==> src/rtl/core/led_ring_progress_renderer_assert.svh <==
// Assertion macros used by the renderer RTL.
`ifndef LED_RING_PROGRESS_RENDERER_ASSERT_SVH
`define LED_RING_PROGRESS_RENDERER_ASSERT_SVH

// Same-cycle implication, disabled while in reset.
`define LRPR_ASSERT_IMP(lbl, ante, cons, msg) \
	lbl: assert property (@(posedge clk) disable iff (!arst_n) (ante) |-> (cons)) \
		else $error(msg);

// Next-cycle implication, disabled while in reset.
`define LRPR_ASSERT_NXT(lbl, ante, cons, msg) \
	lbl: assert property (@(posedge clk) disable iff (!arst_n) (ante) |=> (cons)) \
		else $error(msg);

`endif

==> src/rtl/core/lrpr_pkg.sv <==
// Types, constants and color helpers for the LED ring progress renderer.
package lrpr_pkg;

	localparam int MaxPixels = 64;
	localparam int ProgW     = 17;
	localparam int CntW      = 7;
	localparam int IdxW      = 6;
	localparam int PosW      = 23;
	localparam int ColW      = 24;
	localparam int AddrW     = 9;
	localparam int InDataW   = 24;
	localparam int OutDataW  = 40;
	localparam int DivW      = 17;
	localparam int DvsW      = 7;
	localparam int DivSteps  = 17;

	localparam logic [ProgW-1:0] PROG_FULL = 17'h10000;
	localparam logic [CntW-1:0]  CNT_MIN   = 7'd2;
	localparam logic [CntW-1:0]  CNT_MAX   = 7'(MaxPixels);

	// register indexes
	localparam logic [2:0] REG_COLOR_MODE   = 3'd0;
	localparam logic [2:0] REG_FILL_COLOR   = 3'd1;
	localparam logic [2:0] REG_FILL_END     = 3'd2;
	localparam logic [2:0] REG_EMPTY_COLOR  = 3'd3;
	localparam logic [2:0] REG_PIXEL_COUNT  = 3'd4;
	localparam logic [2:0] REG_START_OFFSET = 3'd5;

	// color modes
	localparam logic [1:0] MODE_SOLID   = 2'd0;
	localparam logic [1:0] MODE_RAINBOW = 2'd1;
	localparam logic [1:0] MODE_PROG    = 2'd2;
	localparam logic [1:0] MODE_POS     = 2'd3;

	// divider jobs run before a ring is emitted
	localparam logic [1:0] JOB_HUE   = 2'd0;
	localparam logic [1:0] JOB_RED   = 2'd1;
	localparam logic [1:0] JOB_GREEN = 2'd2;
	localparam logic [1:0] JOB_BLUE  = 2'd3;

	typedef enum logic [3:0] {
		ST_IDLE = 4'b0001,
		ST_PREP = 4'b0010,
		ST_DIV  = 4'b0100,
		ST_RUN  = 4'b1000
	} seq_state_t;

	typedef struct packed {
		logic            start;
		logic [DivW-1:0] dividend;
		logic [DvsW-1:0] divisor;
	} div_req_t;

	typedef struct packed {
		logic            done;
		logic [DivW-1:0] quo;
		logic [DvsW-1:0] rem;
	} div_rsp_t;

	// six-sector hue ramp, k in 0..1530
	function automatic logic [ColW-1:0] hue_rgb(input logic [10:0] k);
		logic [7:0] r;
		logic [7:0] g;
		logic [7:0] b;
		r = 8'd255;
		g = 8'd0;
		b = 8'd0;
		priority if (k < 11'd255) begin
			r = 8'd255; g = k[7:0]; b = 8'd0;
		end else if (k < 11'd510) begin
			r = 8'(11'd510 - k); g = 8'd255; b = 8'd0;
		end else if (k < 11'd765) begin
			r = 8'd0; g = 8'd255; b = 8'(k - 11'd510);
		end else if (k < 11'd1020) begin
			r = 8'd0; g = 8'(11'd1020 - k); b = 8'd255;
		end else if (k < 11'd1275) begin
			r = 8'(k - 11'd1020); g = 8'd0; b = 8'd255;
		end else if (k < 11'd1530) begin
			r = 8'd255; g = 8'd0; b = 8'(11'd1530 - k);
		end else begin
			r = 8'd255; g = 8'd0; b = 8'd0;
		end
		return {r, g, b};
	endfunction

	// floor(a + (b - a) * f / 65536), f in 0..65536
	function automatic logic [7:0] blend_chan(input logic [7:0] a, input logic [7:0] b,
			input logic [ProgW-1:0] f);
		logic signed [8:0]  diff;
		logic signed [17:0] fs;
		logic signed [26:0] prod;
		logic signed [10:0] sum;
		diff = $signed({1'b0, b}) - $signed({1'b0, a});
		fs   = $signed({1'b0, f});
		prod = diff * fs;
		sum  = $signed({3'b000, a}) + $signed(11'(prod >>> 16));
		return sum[7:0];
	endfunction

	function automatic logic [ColW-1:0] blend_rgb(input logic [ColW-1:0] a,
			input logic [ColW-1:0] b, input logic [ProgW-1:0] f);
		return {blend_chan(a[23:16], b[23:16], f), blend_chan(a[15:8], b[15:8], f),
			blend_chan(a[7:0], b[7:0], f)};
	endfunction

endpackage

==> src/rtl/core/led_ring_progress_renderer.sv <==
// Antialiased LED ring progress renderer: top level.
// Each progress value taken on the input stream (Q1.16, 65536 = full) is turned into one
// transfer per ring pixel, pixel 0 first, with tlast on the final pixel. Pixels leave at one
// per cycle through a three-stage pipeline that stalls as a whole on output backpressure.
// A new progress value is taken once every pixel of the previous ring has been issued.
// Before a ring is emitted, rainbow mode runs one division on the shared serial divider
// to work out the per-ring hue step, and position-gradient mode runs three divisions to
// work out the per-channel gradient steps; solid and progress-gradient modes use none.
`include "led_ring_progress_renderer_assert.svh"

module led_ring_progress_renderer (
	input  logic                          clk,
	input  logic                          arst_n,
	input  logic                          s_axis_tvalid,
	output logic                          s_axis_tready,
	input  logic [lrpr_pkg::InDataW-1:0]  s_axis_tdata,   // [16:0] progress
	output logic                          m_axis_tvalid,
	input  logic                          m_axis_tready,
	output logic [lrpr_pkg::OutDataW-1:0] m_axis_tdata,   // [8:0] pixel_address, [16:9] red,
	                                                      // [24:17] green, [32:25] blue
	output logic                          m_axis_tlast,   // last_pixel
	input  logic                          cfg_we,
	input  logic [2:0]                    cfg_index,
	input  logic [lrpr_pkg::ColW-1:0]     cfg_data
);
	import lrpr_pkg::*;

	// configuration
	logic [1:0]      color_mode_q;
	logic [ColW-1:0] fill_color_q;
	logic [ColW-1:0] fill_end_q;
	logic [ColW-1:0] empty_color_q;
	logic [CntW-1:0] pixel_count_q;
	logic [7:0]      start_offset_q;

	always_ff @(posedge clk or negedge arst_n) begin
		if (!arst_n) begin
			color_mode_q   <= MODE_SOLID;
			fill_color_q   <= 24'hFFFFFF;
			fill_end_q     <= '0;
			empty_color_q  <= '0;
			pixel_count_q  <= 7'd60;
			start_offset_q <= '0;
		end else if (cfg_we) begin
			unique case (cfg_index)
				REG_COLOR_MODE:   color_mode_q   <= cfg_data[1:0];
				REG_FILL_COLOR:   fill_color_q   <= cfg_data;
				REG_FILL_END:     fill_end_q     <= cfg_data;
				REG_EMPTY_COLOR:  empty_color_q  <= cfg_data;
				REG_PIXEL_COUNT:  pixel_count_q  <= cfg_data[CntW-1:0];
				REG_START_OFFSET: start_offset_q <= cfg_data[7:0];
				default: ;
			endcase
		end
	end

	// sequencer
	seq_state_t      st_q;
	logic [1:0]      job_q;
	logic            job_active_q;
	logic [ProgW-1:0] p_q;
	logic [CntW-1:0] n_q;
	logic [PosW-1:0] pos_q;
	logic [ColW-1:0] solid_q;
	logic [IdxW-1:0] i_q;
	logic [15:0]     hq_q;
	logic [IdxW-1:0] hr_q;
	logic [15:0]     hstep_q;
	logic [IdxW-1:0] hrstep_q;
	logic [7:0]      cq_q [3];
	logic [IdxW-1:0] cr_q [3];
	logic signed [9:0] cstep_q [3];
	logic [IdxW-1:0] crstep_q [3];

	logic            take;
	logic            adv;
	logic            issue;
	logic            last_c;
	logic [CntW-1:0] den;
	logic [ProgW-1:0] p_in;
	logic [CntW-1:0] n_in;
	logic [7:0]      fc_ch [3];
	logic [7:0]      fe_ch [3];
	logic [7:0]      ja;
	logic [7:0]      jb;
	logic            jneg;
	logic [7:0]      jmag;
	div_req_t        div_req;
	div_rsp_t        div_rsp;
	logic [CntW-1:0] hsum;
	logic [CntW-1:0] csum [3];

	logic            v_s1;
	logic            v_s2;
	logic            v_s3;

	assign s_axis_tready = (st_q == ST_IDLE);
	assign take  = s_axis_tvalid && s_axis_tready;
	assign adv   = !v_s3 || m_axis_tready;
	assign issue = (st_q == ST_RUN) && adv;
	assign den   = n_q - 7'd1;
	assign last_c = ({1'b0, i_q} == den);

	assign p_in = (s_axis_tdata[ProgW-1:0] > PROG_FULL) ? PROG_FULL : s_axis_tdata[ProgW-1:0];
	always_comb begin
		n_in = pixel_count_q;
		priority if (pixel_count_q < CNT_MIN) n_in = CNT_MIN;
		else if (pixel_count_q > CNT_MAX) n_in = CNT_MAX;
		else n_in = pixel_count_q;
	end

	assign fc_ch[0] = fill_color_q[23:16];
	assign fc_ch[1] = fill_color_q[15:8];
	assign fc_ch[2] = fill_color_q[7:0];
	assign fe_ch[0] = fill_end_q[23:16];
	assign fe_ch[1] = fill_end_q[15:8];
	assign fe_ch[2] = fill_end_q[7:0];

	always_comb begin
		unique case (job_q)
			JOB_RED:   begin ja = fc_ch[0]; jb = fe_ch[0]; end
			JOB_GREEN: begin ja = fc_ch[1]; jb = fe_ch[1]; end
			JOB_BLUE:  begin ja = fc_ch[2]; jb = fe_ch[2]; end
			default:   begin ja = '0; jb = '0; end
		endcase
		jneg = jb < ja;
		jmag = jneg ? 8'(ja - jb) : 8'(jb - ja);
	end

	assign div_req = '{
		start:    (st_q == ST_DIV) && !job_active_q,
		dividend: (job_q == JOB_HUE) ? PROG_FULL : {9'd0, jmag},
		divisor:  (job_q == JOB_HUE) ? n_q : den
	};

	lrpr_div u_div (
		.clk    (clk),
		.arst_n (arst_n),
		.req    (div_req),
		.rsp    (div_rsp)
	);

	assign hsum = {1'b0, hr_q} + {1'b0, hrstep_q};
	always_comb begin
		for (int c = 0; c < 3; c++) begin
			csum[c] = {1'b0, cr_q[c]} + {1'b0, crstep_q[c]};
		end
	end

	always_ff @(posedge clk or negedge arst_n) begin
		if (!arst_n) begin
			st_q         <= ST_IDLE;
			job_q        <= JOB_HUE;
			job_active_q <= 1'b0;
		end else begin
			unique case (st_q)
				ST_IDLE: if (take) st_q <= ST_PREP;
				ST_PREP: begin
					priority if (color_mode_q == MODE_RAINBOW) begin
						st_q  <= ST_DIV;
						job_q <= JOB_HUE;
					end else if (color_mode_q == MODE_POS) begin
						st_q  <= ST_DIV;
						job_q <= JOB_RED;
					end else begin
						st_q <= ST_RUN;
					end
				end
				ST_DIV: begin
					if (div_req.start) job_active_q <= 1'b1;
					if (div_rsp.done) begin
						job_active_q <= 1'b0;
						if (job_q == JOB_HUE || job_q == JOB_BLUE) st_q <= ST_RUN;
						else job_q <= job_q + 2'd1;
					end
				end
				ST_RUN: if (issue && last_c) st_q <= ST_IDLE;
				default: st_q <= ST_IDLE;
			endcase
		end
	end

	always_ff @(posedge clk) begin
		if (take) begin
			p_q <= p_in;
			n_q <= n_in;
		end
		if (st_q == ST_PREP) begin
			pos_q   <= PosW'(p_q) * PosW'(n_q);
			solid_q <= (color_mode_q == MODE_PROG) ? blend_rgb(fill_color_q, fill_end_q, p_q)
				: fill_color_q;
			i_q  <= '0;
			hq_q <= '0;
			hr_q <= '0;
			for (int c = 0; c < 3; c++) begin
				cq_q[c] <= fc_ch[c];
				cr_q[c] <= '0;
			end
		end
		if (st_q == ST_DIV && div_rsp.done) begin
			if (job_q == JOB_HUE) begin
				hstep_q  <= div_rsp.quo[15:0];
				hrstep_q <= div_rsp.rem[IdxW-1:0];
			end
			for (int c = 0; c < 3; c++) begin
				if (job_q == 2'(c + 1)) begin
					// floor division of a signed step from a magnitude quotient
					priority if (!jneg) begin
						cstep_q[c]  <= $signed({2'b00, div_rsp.quo[7:0]});
						crstep_q[c] <= div_rsp.rem[IdxW-1:0];
					end else if (div_rsp.rem == '0) begin
						cstep_q[c]  <= -$signed({2'b00, div_rsp.quo[7:0]});
						crstep_q[c] <= '0;
					end else begin
						cstep_q[c]  <= -$signed({2'b00, div_rsp.quo[7:0]}) - 10'sd1;
						crstep_q[c] <= IdxW'(den - div_rsp.rem);
					end
				end
			end
		end
		if (issue && !last_c) begin
			i_q <= i_q + 6'd1;
			if (hsum >= n_q) begin
				hr_q <= IdxW'(hsum - n_q);
				hq_q <= hq_q + hstep_q + 16'd1;
			end else begin
				hr_q <= hsum[IdxW-1:0];
				hq_q <= hq_q + hstep_q;
			end
			for (int c = 0; c < 3; c++) begin
				if (csum[c] >= den) begin
					cr_q[c] <= IdxW'(csum[c] - den);
					cq_q[c] <= 8'($signed({2'b00, cq_q[c]}) + cstep_q[c] + 10'sd1);
				end else begin
					cr_q[c] <= csum[c][IdxW-1:0];
					cq_q[c] <= 8'($signed({2'b00, cq_q[c]}) + cstep_q[c]);
				end
			end
		end
	end

	// pixel pipeline
	logic [26:0]      kprod;
	logic [10:0]      k_s1;
	logic             full_s1, part_s1, last_s1;
	logic [15:0]      frac_s1;
	logic [ColW-1:0]  grad_s1, solid_s1;
	logic [AddrW-1:0] addr_s1;
	logic [ColW-1:0]  target_s2;
	logic             full_s2, part_s2, last_s2;
	logic [15:0]      frac_s2;
	logic [AddrW-1:0] addr_s2;
	logic [ColW-1:0]  col_s3;
	logic [AddrW-1:0] addr_s3;
	logic             last_s3;
	logic [ColW-1:0]  target_c;
	logic [ColW-1:0]  col_c;

	assign kprod = hq_q * 11'd1530 + 27'd32768;

	always_comb begin
		unique case (color_mode_q)
			MODE_RAINBOW: target_c = hue_rgb(k_s1);
			MODE_POS:     target_c = grad_s1;
			default:      target_c = solid_s1;
		endcase
	end

	always_comb begin
		priority if (full_s2) col_c = target_s2;
		else if (part_s2) col_c = blend_rgb(empty_color_q, target_s2, {1'b0, frac_s2});
		else col_c = empty_color_q;
	end

	always_ff @(posedge clk or negedge arst_n) begin
		if (!arst_n) begin
			v_s1 <= 1'b0;
			v_s2 <= 1'b0;
			v_s3 <= 1'b0;
		end else if (adv) begin
			v_s1 <= issue;
			v_s2 <= v_s1;
			v_s3 <= v_s2;
		end
	end

	always_ff @(posedge clk) begin
		if (adv) begin
			k_s1     <= kprod[26:16];
			full_s1  <= pos_q[PosW-1:16] > {1'b0, i_q};
			part_s1  <= (pos_q[PosW-1:16] == {1'b0, i_q}) && (pos_q[15:0] != '0);
			frac_s1  <= pos_q[15:0];
			grad_s1  <= {cq_q[0], cq_q[1], cq_q[2]};
			solid_s1 <= solid_q;
			addr_s1  <= {1'b0, start_offset_q} + {3'b000, i_q};
			last_s1  <= last_c;

			target_s2 <= target_c;
			full_s2   <= full_s1;
			part_s2   <= part_s1;
			frac_s2   <= frac_s1;
			addr_s2   <= addr_s1;
			last_s2   <= last_s1;

			col_s3  <= col_c;
			addr_s3 <= addr_s2;
			last_s3 <= last_s2;
		end
	end

	assign m_axis_tvalid = v_s3;
	assign m_axis_tdata  = {7'd0, col_s3[7:0], col_s3[15:8], col_s3[23:16], addr_s3};
	assign m_axis_tlast  = last_s3;

	`LRPR_ASSERT_NXT(a_last_pixel_idles, issue && last_c, st_q == ST_IDLE, "sequencer did not stop after last pixel")
	`LRPR_ASSERT_IMP(a_div_done_owned, div_rsp.done, job_active_q && st_q == ST_DIV, "divider result with no job pending")
	`LRPR_ASSERT_IMP(a_hue_rem_range, st_q == ST_RUN && color_mode_q == MODE_RAINBOW, ({1'b0, hr_q} < n_q), "hue remainder out of range")
	`LRPR_ASSERT_IMP(a_no_take_busy, st_q != ST_IDLE, !s_axis_tready, "input ready while ring in progress")

endmodule

==> src/rtl/core/lrpr_div.sv <==
// Restoring divider, one quotient bit per cycle.
module lrpr_div (
	input  logic              clk,
	input  logic              arst_n,
	input  lrpr_pkg::div_req_t req,
	output lrpr_pkg::div_rsp_t rsp
);
	import lrpr_pkg::*;

	logic            busy_q;
	logic            done_q;
	logic [4:0]      cnt_q;
	logic [DvsW-1:0] rem_q;
	logic [DivW-1:0] quo_q;
	logic [DvsW-1:0] dvs_q;
	logic [DvsW:0]   shl;
	logic [DvsW:0]   diff;
	logic            ge;

	assign shl  = {rem_q, quo_q[DivW-1]};
	assign ge   = shl >= {1'b0, dvs_q};
	assign diff = shl - {1'b0, dvs_q};

	always_ff @(posedge clk or negedge arst_n) begin
		if (!arst_n) begin
			busy_q <= 1'b0;
			done_q <= 1'b0;
			cnt_q  <= '0;
		end else begin
			done_q <= 1'b0;
			if (busy_q) begin
				cnt_q <= cnt_q - 5'd1;
				if (cnt_q == 5'd1) begin
					busy_q <= 1'b0;
					done_q <= 1'b1;
				end
			end else if (req.start) begin
				busy_q <= 1'b1;
				cnt_q  <= 5'(DivSteps);
			end
		end
	end

	always_ff @(posedge clk) begin
		if (busy_q) begin
			rem_q <= ge ? diff[DvsW-1:0] : shl[DvsW-1:0];
			quo_q <= {quo_q[DivW-2:0], ge};
		end else if (req.start) begin
			rem_q <= '0;
			quo_q <= req.dividend;
			dvs_q <= req.divisor;
		end
	end

	assign rsp = '{done: done_q, quo: quo_q, rem: rem_q};

endmodule
==> config.mk <==
export PLATFORM = sky130hd
export DESIGN_NAME = led_ring_progress_renderer
export DESIGN_NICKNAME = d
export VERILOG_FILES = /design/src/rtl/core/lrpr_pkg.sv /design/src/rtl/core/led_ring_progress_renderer.sv /design/src/rtl/core/lrpr_div.sv
export VERILOG_INCLUDE_DIRS = /design/src /design/src/rtl/core
export SDC_FILE = /design/constraint.sdc
export NUM_CORES = 2
export LEC_CHECK = 0
export BUFFER_PORTS_ARGS = -buffer_cell sky130_fd_sc_hd__buf_2
export CORE_MARGIN = 3
export CORE_UTILIZATION = 60
export CTS_CLUSTER_DIAMETER = 30
export CTS_CLUSTER_SIZE = 12
export DETAILED_ROUTE_END_ITERATION = 16
export GPL_TIMING_DRIVEN = 0
export PLACE_DENSITY = 0.89
export SLEW_MARGIN = 20
export SYNTH_ARGS = -nofsm -noshare
export SYNTH_HDL_FRONTEND = slang
export SYNTH_HIERARCHICAL = 1
export SYNTH_SLANG_ARGS = --single-unit
==> constraint.sdc <==
create_clock -name clk -period 8 [get_ports clk]
set_input_delay 0.8 -clock clk [delete_from_list [all_inputs] [get_ports clk]]
set_output_delay 0.8 -clock clk [all_outputs]
set_load 0.02 [all_outputs]
==> impl_metrics.toml <==
[run_status]
status = "finished, violations left"
violations = "setup timing"

[global_routing]
gr-usage-all-layers_pct = 34.0
use_met3_pct = 8.16
grt_max_degree = 108
met1_usage_pct = 42.0
grt_pass1_vias = 52255
grt_pass1_wl_um = 285000
grt_overflow = 0
antenna_found_initial = 22
gr-usage-met2_pct = 54.3
top_usage_layer = "met2"

[detailed_routing]
wire_per_inst_um = 23.5
vias = 49938
wirelength_um = 189000
viasPerCell = 6.21
detail_route.iter0.violations = 5237
drt_pass1_iterations = 9
drtAntennaViolNets = 0
drc = 0

[job]
drv_cap = 0

[cells_and_area]
drive_gt1_share_pct = 15.7
layout_common_cells = "inv_1 (789), fa_1 (776), ha_1 (648), nand2_1 (566), and2_1 (438)"
area_growth_pct = 15.6
finalNetCount = 8090
fin_cells = 8041
final_common_cell = "inv_1"

[timing]
tightest_slew_ns = 1.16
finalSetupViolCount = 26
fin_skew_ns = 0.0804
finalWorstSetupSlack_ns = -1.34
holdWs_ns = 0.0299
max_slew_margin_pct = 22.5
finalCritPeriodShare_pct = 117
max_freq_mhz = 107
min_period_ns = 9.34
timing.final.max_slew_violations = 0
rsz0062_at_grt = "yes"
timing_hold_violations_final = 0

[critical_path]
worst_setup_path_end_kind = "register"
cp_slowest_stage_delay_ns = 0.52
reg2reg_slack_ns = -1.34
regToRegEndpoint = "solid_q[23]"
worstPathRequired_ns = 8.45
r2r_cells = 38
crit-reg2reg-launch = "fe_ch[16]"
path_max_fanout = 3
arrival_ns = 9.79
crit_start = "fe_ch[16]"
cpMaxStageDelayCell = "fa_1"
worstSetupStartpointType = "register"
crit_type = "register to register"
timing.critical_path.mode_cell = "fa_1"
crit_end = "solid_q[23]"

[floorplanning]
ioPinCount = 99
rows = 117
start_util_pct = 61.0
die_h_um = 329
die_area_um2 = 108000
die_x_um = 329
coreArea_um2 = 103000

[synthesis]
synthArstFlopShare_pct = 20.6
avgSynthCellArea_um2 = 10.1
netlist.area_leader.share_pct = 25.2
synth_edf_count = 409
synthCells = 6191
synth-seq-cells = 515
yosysTopAreaCell = "fa_1"
ys_seq_area_share_pct = 23.9
synth_area_leaders = "fa_1 (25%), edfxtp_1 (20%), ha_1 (14%), inv_1 (4.9%), and2_1 (4.4%)"
yosysWarnings = 6
yosys_most_used_dff = "edfxtp_1"
ys_types = 102
netlist_area_um2 = 62600

[clocking]
clk_path_buf_depth = 3
htreeDepth = 3
numCtsBuffers = 109
clk_pin_slew_ns = 0.06
cts_tree = "built"
clk_latency_ns = 0.72
hold_buffers = 0
numClockSinks = 515
cts_root_buf = "clkbuf_16"

[placed_design]
gp_congestion = 0.999
dp.cells = 7660
dp_hpwl_um = 135000
numPortBuffers = 82

[min_path]
hold_class = "input port to asynchronous set/reset pin"
==> final cells by class <==
cell class | instances | area [um^2]
Multi-Input combinational cell | 4628 | 45700
Fill cell | 6510 | 30300
Sequential cell | 515 | 15000
Inverter | 811 | 3050
Clock buffer | 130 | 2880
Timing Repair Buffer | 248 | 1820
Tap cell | 1368 | 1710
Buffer | 252 | 1200
Clock inverter | 77 | 1000
Antenna cell | 12 | 30.0
==> sequential cells by signal (all words and copies together) (netlist names), 23 cells and up <==
name,count
col_s3,24
cq_q,24
cstep_q,24
empty_color_q,24
fc_ch,24
fe_ch,24
grad_s1,24
pos_q,23
solid_q,24
solid_s1,24
target_s2,24
==> cell usage after synthesis (134+ instances only) <==
cell type / n
nand2_1: 576
o21ai_0: 210
nand2b_1: 208
ha_1: 680
a21oi_1: 184
inv_1: 811
and2_1: 443
xor2_1: 134
nor2_1: 293
fa_1: 789
clkbuf_1: 218
edfxtp_1: 409
xnor2_1: 209
==> kinds of logic (layout without fill, tap and decap cells) <==
| group | count (synthesis) | count (layout) | share of synthesized area (%) |
|---|---|---|---|
| simple gates | 1912 | 1912 | 15.7 |
| fa+ha+maj | 1469 | 1469 | 38.8 |
| buf+inv | 1063 | 1518 | 6.47 |
| compound gates | 735 | 736 | 7.55 |
| flops | 515 | 515 | 23.9 |
| xor+xnor | 347 | 347 | 4.91 |
| mux | 149 | 149 | 2.60 |
| other cells | 1 | 27 | 0.00599 |
==> worst min path at each step <==
stage / to / slack (ns) / depth (start not counted)
2_1_floorplan: addr_s2[0] / 0.40 / 0
3_3_place_gp: m_axis_tlast / 0.40 / 0
3_5_place_dp: addr_s2[5] / 0.40 / 0
4_1_cts: fe_ch[2] / 0.008 / 1
5_1_grt: fe_ch[9] / 0.04 / 1
6_report: fe_ch[9] / 0.03 / 1
==> per-layer routing <==
layer	part of all wire, %	up-vias
li1	-	21046
met1	35	24565
met2	46	3314
met3	11	997
met4	7.7	16
met5	0.099	-
==> per-stage QoR <==
step | setup slack [ns] | utilization (%) | setup TNS [ns] | area, um^2
2_1_floorplan | -0.554 | - | -0.670 | 62900
3_3_place_gp | -1.70 | 63.4 | -54.81 | 65000
3_5_place_dp | -1.90 | 63.5 | -33.83 | 65200
4_1_cts | -1.05 | 69.3 | -5.71 | 71100
5_1_grt | -1.52 | 70.5 | -18.10 | 72300
6_report | -1.34 | 70.5 | -13.25 | 72400
==> timing repair <==
action                     in CTS  in global routing
pin swaps                     172                147
buffers inserted              104                 65
resized for setup             275                209
cloned                          0                  1
setup endpoints to repair      44                 36
==> critical path: cells and delay by family, from the launching register on <==
kind	cells	cell delay (ns)
simple gates	9	1.59
flops	1	0.39
xor+xnor	4	0.81
compound gates	11	2.17
fa+ha+maj	9	3.69
buf+inv	5	0.40
Power is not shown: default switching activity piles up to over one toggle a cycle in this logic, so the estimate is an artifact.
